===== src/hw/rtl/kmp_pkg.sv =====
// Shared types and constants for the streaming KMP substring matcher.
package kmp_pkg;

  localparam int unsigned BYTE_W = 8;
  localparam int unsigned CNT_W  = 4;   // matched prefix length / table entry
  localparam int unsigned LEN_W  = 5;   // pattern length register
  localparam int unsigned PAT_W  = 128; // two 64-bit pattern registers
  localparam int unsigned CFG_W  = 64;
  localparam int unsigned IDX_W  = 2;   // configuration register index

  typedef enum logic [IDX_W-1:0] {
    REG_PAT_LOW  = 2'd0,
    REG_PAT_HIGH = 2'd1,
    REG_PAT_LEN  = 2'd2
  } cfg_reg_e;

  typedef enum logic [3:0] {
    ST_IDLE   = 4'b0001,
    ST_BUILD  = 4'b0010,
    ST_MATCH  = 4'b0100,
    ST_RESULT = 4'b1000
  } state_e;

  typedef struct packed {
    logic             en;
    logic [CNT_W-1:0] addr;
    logic [CNT_W-1:0] data;
  } tbl_wr_t;

  typedef struct packed {
    logic [CNT_W-1:0] idx_a;
    logic [CNT_W-1:0] idx_b;
    logic             use_text;
  } cmp_req_t;

endpackage


===== src/hw/rtl/kmp_fail_table.sv =====
// Generic RAM: one write port, one read port with registered read data.
module kmp_fail_table #(
  parameter int unsigned WIDTH = 4,
  parameter int unsigned DEPTH = 16,
  parameter int unsigned AW    = (DEPTH > 1) ? $clog2(DEPTH) : 1
) (
  input  logic             clk_i,
  input  logic             we_i,
  input  logic [AW-1:0]    waddr_i,
  input  logic [WIDTH-1:0] wdata_i,
  input  logic [AW-1:0]    raddr_i,
  output logic [WIDTH-1:0] rdata_o
);

  logic [WIDTH-1:0] mem_q [DEPTH];

  always_ff @(posedge clk_i) begin
    if (we_i) begin
      mem_q[waddr_i] <= wdata_i;
    end
    rdata_o <= mem_q[raddr_i];
  end

endmodule


===== src/hw/rtl/kmp_cmp_unit.sv =====
// Shared byte comparator: pattern byte vs. pattern byte or text byte.
module kmp_cmp_unit (
  input  logic [kmp_pkg::PAT_W-1:0]  pattern_i,
  input  logic [kmp_pkg::BYTE_W-1:0] text_i,
  input  kmp_pkg::cmp_req_t          req_i,
  output logic                       eq_o
);
  import kmp_pkg::*;

  logic [BYTE_W-1:0] byte_a;
  logic [BYTE_W-1:0] byte_b;

  assign byte_a = pattern_i[req_i.idx_a*BYTE_W +: BYTE_W];
  assign byte_b = req_i.use_text ? text_i : pattern_i[req_i.idx_b*BYTE_W +: BYTE_W];
  assign eq_o   = (byte_a == byte_b);

endmodule


===== src/hw/rtl/kmp_substring_matcher.sv =====
// Streaming Knuth-Morris-Pratt substring matcher, top level and sequencer.
//
// Usage: write the pattern through the cfg channel (index 0: bytes 0..7,
// index 1: bytes 8..15, index 2: length 1..MAX_PATTERN), only while idle.
// Text bytes arrive on s_axis (tdata = byte, tlast = final byte of a text).
// One result beat per text byte leaves on m_axis, tlast echoing the input.
// Sequence: a byte is taken in the idle state, passes through the compare
// loop (a compare step plus any fallback steps) and then the result stage,
// which loads its beat into the output register; the next byte can be taken
// once that beat is loaded. The first byte after reset, after a config write
// or after a tlast beat first builds the failure table; for a pattern of
// length n the build takes at most n - 1 fallback steps. The single byte
// comparator and the one registered read port of the failure table limit
// each step of either loop to one comparison and one table read.
// s_axis_tready is high only while the sequencer is idle; one byte is in
// work at a time. The output register holds a result while m_axis stalls;
// the next byte may be taken and worked on meanwhile, but its result waits.
// Reset clears the matched length, the found flag, the table-valid flag and
// the output valid; the pattern resets to one zero byte. The tlast beat's
// result shows the state before the text state clears.
module kmp_substring_matcher #(
  parameter int unsigned MAX_PATTERN = 16
) (
  input  logic        clk_i,
  input  logic        rst_ni,
  // configuration write channel
  input  logic        cfg_valid_i,
  output logic        cfg_ready_o,
  input  logic [kmp_pkg::IDX_W-1:0] cfg_index_i,
  input  logic [kmp_pkg::CFG_W-1:0] cfg_data_i,
  // text input
  input  logic        s_axis_tvalid,
  output logic        s_axis_tready,
  input  logic [7:0]  s_axis_tdata,  // [7:0] text_byte
  input  logic        s_axis_tlast,  // text_last
  // results
  output logic        m_axis_tvalid,
  input  logic        m_axis_tready,
  output logic [7:0]  m_axis_tdata,  // [0] match_end, [1] found_any,
                                     // [5:2] prefix_matched, [7:6] zero
  output logic        m_axis_tlast   // text_done
);
  import kmp_pkg::*;

  localparam int unsigned TBL_AW = (MAX_PATTERN > 1) ? $clog2(MAX_PATTERN) : 1;

  state_e state_q, state_d;

  logic [CFG_W-1:0]  pat_low_q, pat_high_q;
  logic [LEN_W-1:0]  pat_len_q;
  logic [PAT_W-1:0]  pattern;
  logic [LEN_W-1:0]  eff_len;

  logic [CNT_W-1:0]  mc_q, mc_d;
  logic              found_q, found_d;
  logic              tbl_ok_q, tbl_ok_d;

  logic [BYTE_W-1:0] char_q, char_d;
  logic              last_q, last_d;
  logic [LEN_W-1:0]  i_q, i_d;
  logic [CNT_W-1:0]  k_q, k_d;
  logic [CNT_W-1:0]  j_q, j_d;
  logic              hit_q, hit_d;
  logic [CNT_W-1:0]  j_fin;

  logic              out_vld_q, out_vld_d;
  logic              out_hit_q, out_found_q, out_last_q;
  logic [CNT_W-1:0]  out_len_q;
  logic              out_load;

  tbl_wr_t           tbl_wr;
  logic [CNT_W-1:0]  tbl_raddr, tbl_rdata;
  cmp_req_t          cmp_req;
  logic              eq;

  logic [LEN_W-1:0]  kn, jn, len_m1;
  logic [CNT_W-1:0]  mc_start;
  logic              in_acc, cfg_acc;

  assign pattern = {pat_high_q, pat_low_q};

  always_comb begin
    if (pat_len_q == '0) begin
      eff_len = LEN_W'(1);
    end else if (pat_len_q > LEN_W'(MAX_PATTERN)) begin
      eff_len = LEN_W'(MAX_PATTERN);
    end else begin
      eff_len = pat_len_q;
    end
  end

  assign len_m1   = eff_len - LEN_W'(1);
  assign mc_start = ({1'b0, mc_q} >= eff_len) ? '0 : mc_q;
  assign kn       = {1'b0, k_q} + LEN_W'(eq);
  assign jn       = {1'b0, j_q} + LEN_W'(eq);
  // after a full occurrence the table read of the last entry is waiting
  assign j_fin    = hit_q ? tbl_rdata : j_q;

  assign cfg_ready_o   = 1'b1;
  assign cfg_acc       = cfg_valid_i & cfg_ready_o;
  assign s_axis_tready = (state_q == ST_IDLE);
  assign in_acc        = s_axis_tvalid & s_axis_tready;

  always_ff @(posedge clk_i or negedge rst_ni) begin
    if (!rst_ni) begin
      pat_low_q  <= '0;
      pat_high_q <= '0;
      pat_len_q  <= LEN_W'(1);
    end else if (cfg_acc) begin
      case (cfg_index_i)
        REG_PAT_LOW:  pat_low_q  <= cfg_data_i;
        REG_PAT_HIGH: pat_high_q <= cfg_data_i;
        REG_PAT_LEN:  pat_len_q  <= cfg_data_i[LEN_W-1:0];
        default: ;
      endcase
    end
  end

  kmp_cmp_unit u_cmp (
    .pattern_i (pattern),
    .text_i    (char_q),
    .req_i     (cmp_req),
    .eq_o      (eq)
  );

  kmp_fail_table #(
    .WIDTH (CNT_W),
    .DEPTH (MAX_PATTERN),
    .AW    (TBL_AW)
  ) u_table (
    .clk_i   (clk_i),
    .we_i    (tbl_wr.en),
    .waddr_i (tbl_wr.addr[TBL_AW-1:0]),
    .wdata_i (tbl_wr.data),
    .raddr_i (tbl_raddr[TBL_AW-1:0]),
    .rdata_o (tbl_rdata)
  );

  always_comb begin
    state_d   = state_q;
    mc_d      = mc_q;
    found_d   = found_q;
    tbl_ok_d  = tbl_ok_q;
    char_d    = char_q;
    last_d    = last_q;
    i_d       = i_q;
    k_d       = k_q;
    j_d       = j_q;
    hit_d     = hit_q;
    out_load  = 1'b0;
    tbl_wr    = '0;
    cmp_req.idx_a    = i_q[CNT_W-1:0];
    cmp_req.idx_b    = k_q;
    cmp_req.use_text = 1'b0;

    case (state_q)
      ST_IDLE: begin
        if (in_acc) begin
          char_d = s_axis_tdata;
          last_d = s_axis_tlast;
          hit_d  = 1'b0;
          if (!tbl_ok_q) begin
            // entry 0 is always zero; also covers a one-byte pattern
            tbl_wr.en   = 1'b1;
            tbl_wr.addr = '0;
            tbl_wr.data = '0;
            i_d     = LEN_W'(1);
            k_d     = '0;
            state_d = ST_BUILD;
          end else begin
            j_d     = mc_start;
            state_d = ST_MATCH;
          end
        end
      end
      ST_BUILD: begin
        if (i_q >= eff_len) begin
          tbl_ok_d = 1'b1;
          mc_d     = mc_start;
          j_d      = mc_start;
          state_d  = ST_MATCH;
        end else if (!eq && (k_q != '0)) begin
          k_d = tbl_rdata;
        end else begin
          tbl_wr.en   = 1'b1;
          tbl_wr.addr = i_q[CNT_W-1:0];
          tbl_wr.data = kn[CNT_W-1:0];
          k_d = kn[CNT_W-1:0];
          i_d = i_q + LEN_W'(1);
        end
      end
      ST_MATCH: begin
        cmp_req.idx_a    = j_q;
        cmp_req.use_text = 1'b1;
        if (!eq && (j_q != '0)) begin
          j_d = tbl_rdata;
        end else if (jn >= eff_len) begin
          // full occurrence: continue from the last entry's failure value
          hit_d   = 1'b1;
          state_d = ST_RESULT;
        end else begin
          j_d     = jn[CNT_W-1:0];
          state_d = ST_RESULT;
        end
      end
      ST_RESULT: begin
        if (!out_vld_q || m_axis_tready) begin
          out_load = 1'b1;
          state_d  = ST_IDLE;
          if (last_q) begin
            mc_d     = '0;
            found_d  = 1'b0;
            tbl_ok_d = 1'b0;
          end else begin
            mc_d    = j_fin;
            found_d = found_q | hit_q;
          end
        end
      end
      default: state_d = ST_IDLE;
    endcase

    if (cfg_acc && (cfg_index_i inside {REG_PAT_LOW, REG_PAT_HIGH, REG_PAT_LEN})) begin
      tbl_ok_d = 1'b0;
    end
  end

  // table read is registered: fetch the entry the next cycle may need
  always_comb begin
    tbl_raddr = j_d - CNT_W'(1);
    if (state_d == ST_BUILD) begin
      tbl_raddr = k_d - CNT_W'(1);
    end else if ((state_d == ST_RESULT) && hit_d) begin
      tbl_raddr = len_m1[CNT_W-1:0];
    end
  end

  assign out_vld_d = out_load | (out_vld_q & ~m_axis_tready);

  always_ff @(posedge clk_i or negedge rst_ni) begin
    if (!rst_ni) begin
      state_q   <= ST_IDLE;
      mc_q      <= '0;
      found_q   <= 1'b0;
      tbl_ok_q  <= 1'b0;
      out_vld_q <= 1'b0;
    end else begin
      state_q   <= state_d;
      mc_q      <= mc_d;
      found_q   <= found_d;
      tbl_ok_q  <= tbl_ok_d;
      out_vld_q <= out_vld_d;
    end
  end

  always_ff @(posedge clk_i) begin
    char_q <= char_d;
    last_q <= last_d;
    i_q    <= i_d;
    k_q    <= k_d;
    j_q    <= j_d;
    hit_q  <= hit_d;
    if (out_load) begin
      out_hit_q   <= hit_q;
      out_found_q <= found_q | hit_q;
      out_len_q   <= j_fin;
      out_last_q  <= last_q;
    end
  end

  assign m_axis_tvalid = out_vld_q;
  assign m_axis_tdata  = {2'b00, out_len_q, out_found_q, out_hit_q};
  assign m_axis_tlast  = out_last_q;

endmodule

===== config.mk =====
export PLATFORM = sky130hd
export DESIGN_NAME = kmp_substring_matcher
export DESIGN_NICKNAME = d
export VERILOG_FILES = /design/src/hw/rtl/kmp_pkg.sv /design/src/hw/rtl/kmp_fail_table.sv /design/src/hw/rtl/kmp_cmp_unit.sv /design/src/hw/rtl/kmp_substring_matcher.sv
export SDC_FILE = /design/constraint.sdc
export NUM_CORES = 1
export LEC_CHECK = 0
export BUFFER_PORTS_ARGS = -buffer_cell sky130_fd_sc_hd__buf_2
export CELL_PAD_IN_SITES_DETAIL_PLACEMENT = 0
export CELL_PAD_IN_SITES_GLOBAL_PLACEMENT = 1
export CORE_MARGIN = 3
export CORE_UTILIZATION = 25
export DETAILED_ROUTE_END_ITERATION = 6
export GPL_TIMING_DRIVEN = 0
export PLACE_DENSITY = 0.56
export SYNTH_ARGS = -nofsm -noshare
export SYNTH_HDL_FRONTEND = slang
export SYNTH_HIERARCHICAL = 1
export SYNTH_SLANG_ARGS = --single-unit

===== constraint.sdc =====
create_clock -name clk_i -period 8 [get_ports clk_i]
set_clock_uncertainty 0.05 [all_clocks]
set_input_delay 0.8 -clock clk_i [delete_from_list [all_inputs] [get_ports clk_i]]
set_output_delay 0.8 -clock clk_i [all_outputs]
set_load 0.005 [all_outputs]

==> flow_summary.toml <==
[global_route]
grt_usage_pct = 13.8
grt-ovfl-total = 0
grt_pass1_vias = 8381
antenna_found_initial = 4
grt_max_degree = 75
grt_pass1_wl_um = 55400

[timing]
period_minus_slack_ns = 7.65
maxSlewHeadroom_pct = 19.9
post-route-period-util_pct = 95.6
tightestPinTransition_ns = 1.20
fmax_mhz = 131
hold_violations = 0
hold_slack_ns = 0.196
setup_violations = 0
rsz0062_at_grt = "false"
maxSlewViolCount = 0

[drt]
wl_um = 36600
post-route-drc-count = 0
dr_total_vias = 8061
final_antenna_net_count = 0
drt_iter0_markers = 464
firstDrtPassIters = 5
viasPerCell = 4.82
routedWlPerCell_um = 21.9

[logic_synthesis]
syn_area_um2 = 12500
yosys_most_used_dff = "dfrtp_1"
synthDistinctLibCells = 74
synth_edf_count = 85
synth_most_common_cell = "dfrtp_1"
async_flop_share_pct = 59.5
yosysWarnings = 6
synth_top_cells_by_count = "dfrtp_1 (142), mux2_2 (136), edfxtp_1 (85)"
synthTopCellsByArea = "dfrtp_1 (28%), edfxtp_1 (20%), mux2_2 (12%), mux4_2 (8.7%), mux4_1 (4.8%)"
ys_seq_area_share_pct = 51.4
synth_top_cell_by_area = "dfrtp_1"
avgSynthCellArea_um2 = 14.4
ys_ff_latch = 242
synth_cells = 864
yosys.area.top_type_share_pct = 28.5

[flow_run]
maxCapViolations = 0

[place]
dp_hpwl_um = 26300
gp_congestion = 0.822
port_buffers = 88

[cells_and_area]
syn_to_final_growth_pct = 19.7
fillers = 4958
drive_above_1_share_pct = 38.5
nNetsFinal = 1087

[critical_path]
cp.required_ns = 8.39
end_kind = "flop"
r2r-end = "u_table/rdata_o[2]"
arrival_ns = 8.04
critical_path_class = "flop to flop"
cpMostUsedCell = "buf_6"
critPathMaxStageDelay_ns = 0.59
ff2ff_path_depth = 29
crit_slowest_cell = "mux4_2"
reg2reg_from = "state_q[1]"
worstPathMaxFanout = 19
r2r_slack_ns = 0.35
start_kind = "flop"

[power]
p_switching_mw = 1.33
power.total_mw = 4.34
cellPowerDensity_nw_per_um2 = 291
switching_share_pct = 30.6
power_frac_comb_pct = 28.8
power.internal_mw = 3.01
seq_power_share_pct = 37.8
p_leak_nw = 5.81
ir_worst_vdd_mv = 0.190
pwr-share-clk_pct = 33.4

[worst_hold_path]
hp-class = "input pin to asynchronous set/reset pin"

[clock_tree]
numCtsBuffers = 29
clkTransAtPathRegs_ns = 0.06
cts_tree = "yes"
cts-root-buf = "clkbuf_16"
h-tree-depth = 1
clk_path_buf_depth = 3
clock_latency_ns = 0.57
clkSinkCount = 242

[floorplan]
ioPinCount = 92
start_util_pct = 25.4
die-height_um = 229
coreArea_um2 = 49200
die_w_um = 229
rows = 81
die_area_um2 = 52600

[status]
status = "completed"
## final cells by class
| class | instances | area (um^2) | area share [%] |
|---|---|---|---|
| antenna | 1 | 2.50 | 0.0168 |
| timing repair buffer | 93 | 504 | 3.38 |
| tap | 664 | 831 | 5.57 |
| buffer | 52 | 348 | 2.33 |
| multi-input combinational | 553 | 5700 | 38.2 |
| sequential | 242 | 6420 | 43.0 |
| clock inverter | 15 | 255 | 1.71 |
| clock buffer | 37 | 806 | 5.40 |
| inverter | 17 | 63.8 | 0.427 |
## registers in the layout, indices dropped and copies added, names as in the netlist, 5 cells and up
| register | count |
|---|---|
| char_q | 8 |
| i_q | 5 |
| pat_high_q | 64 |
| pat_len_q | 5 |
| pat_low_q | 64 |
| u_table/mem_q | 64 |
## layout by cell type, fill, tap and decap left out, types with 5 or more instances in the layout
cell type / Yosys / routed
o21ai_0: 19 / 18
and2_1: 8 / 8
a22oi_1: 21 / 21
mux4_1: 23 / 23
clkbuf_1: 17 / 18
a21oi_1: 18 / 18
xor2_1: 6 / 6
nand3_1: 16 / 16
o31ai_1: 7 / 7
bufinv_16: 0 / 6
mux2i_1: 38 / 38
mux2_2: 136 / 136
ha_1: 19 / 19
buf_4: 9 / 12
edfxtp_1: 85 / 85
clkbuf_16: 0 / 29
nor2_1: 39 / 39
inv_1: 15 / 14
dfxtp_1: 13 / 13
clkbuf_8: 0 / 5
buf_2: 14 / 100
nand2b_1: 5 / 5
a211oi_1: 9 / 9
nor3_1: 5 / 5
nor2b_1: 23 / 23
dfrtp_1: 142 / 142
mux4_2: 48 / 48
buf_6: 5 / 9
nand2_1: 31 / 31
## stage by stage
stage	setup TNS, ns	utilization [%]	std cells	setup slack, ns	area, um^2
finish	0	30.4	1674	0.352	14900
global placement	-5.35	28.0	1617	-1.44	13800
floorplan	0	-	865	0.867	12500
CTS	0	30.3	1671	0.111	14900
detailed placement	-5.44	28.0	1618	-1.46	13800
global route	0	30.4	1674	0.0239	14900
## how the worst max path moves through the flow
stage,slack (ns),to,from
after CTS,0.11,u_table/rdata_o[2],state_q[1]
after global routing,0.02,u_table/rdata_o[2],state_q[1]
final,0.35,u_table/rdata_o[2],state_q[1]
after detailed placement,-1.46,u_table/rdata_o[2],state_q[1]
after global placement,-1.44,u_table/rdata_o[2],state_q[1]
after floorplan,0.87,u_table/rdata_o[1],state_q[1]
## power groups by stage
stage	registers, mW	logic (mW)	clock network [mW]
floorplan	1.59	0.904	0
global placement	1.66	1.21	0
detailed placement	1.66	1.22	0
CTS	1.64	1.24	1.49
global route	1.67	1.35	1.54
finish	1.64	1.25	1.45
## per-layer routing
layer	up-vias	wire length [um]	GRT usage [%]
met2	168	16700	21.7
met3	40	1330	1.74
li1	3625	-	-
met1	4228	17900	20.5
met5	-	0	0
met4	0	691	2.90
## worst max-delay path: cells and delay by family (launching register included)
family,cells,cell delay [ns]
muxes,3,1.43
DFF,1,0.38
buffers and inverters,7,1.39
xor gates and xnor gates,1,0.19
adders and majority gates,4,1.01
and+or+nand+nor,5,1.17
AOI/OAI and AO/OA,9,1.87
## logic make-up after synthesis
kind of cell | count (synthesis) | synth area share, %
multiplexers | 246 | 29.0
AND/OR/NAND/NOR | 165 | 7.35
buffers and inverters | 70 | 3.18
flip-flops | 242 | 51.4
adder cells (fa/ha/maj) | 19 | 1.91
AO/OA/AOI/OAI | 110 | 6.32
other | 2 | 0.0602
XOR/XNOR | 10 | 0.702
## timing repair
action | in CTS | in global routing
hold buffers | 0 | 0
setup buffers | 2 | 2
endpoints found under the setup margin | 4 | 4
pin swaps | 2 | 1
gates resized for setup | 11 | 4
(Power assumes the default switching activity.)
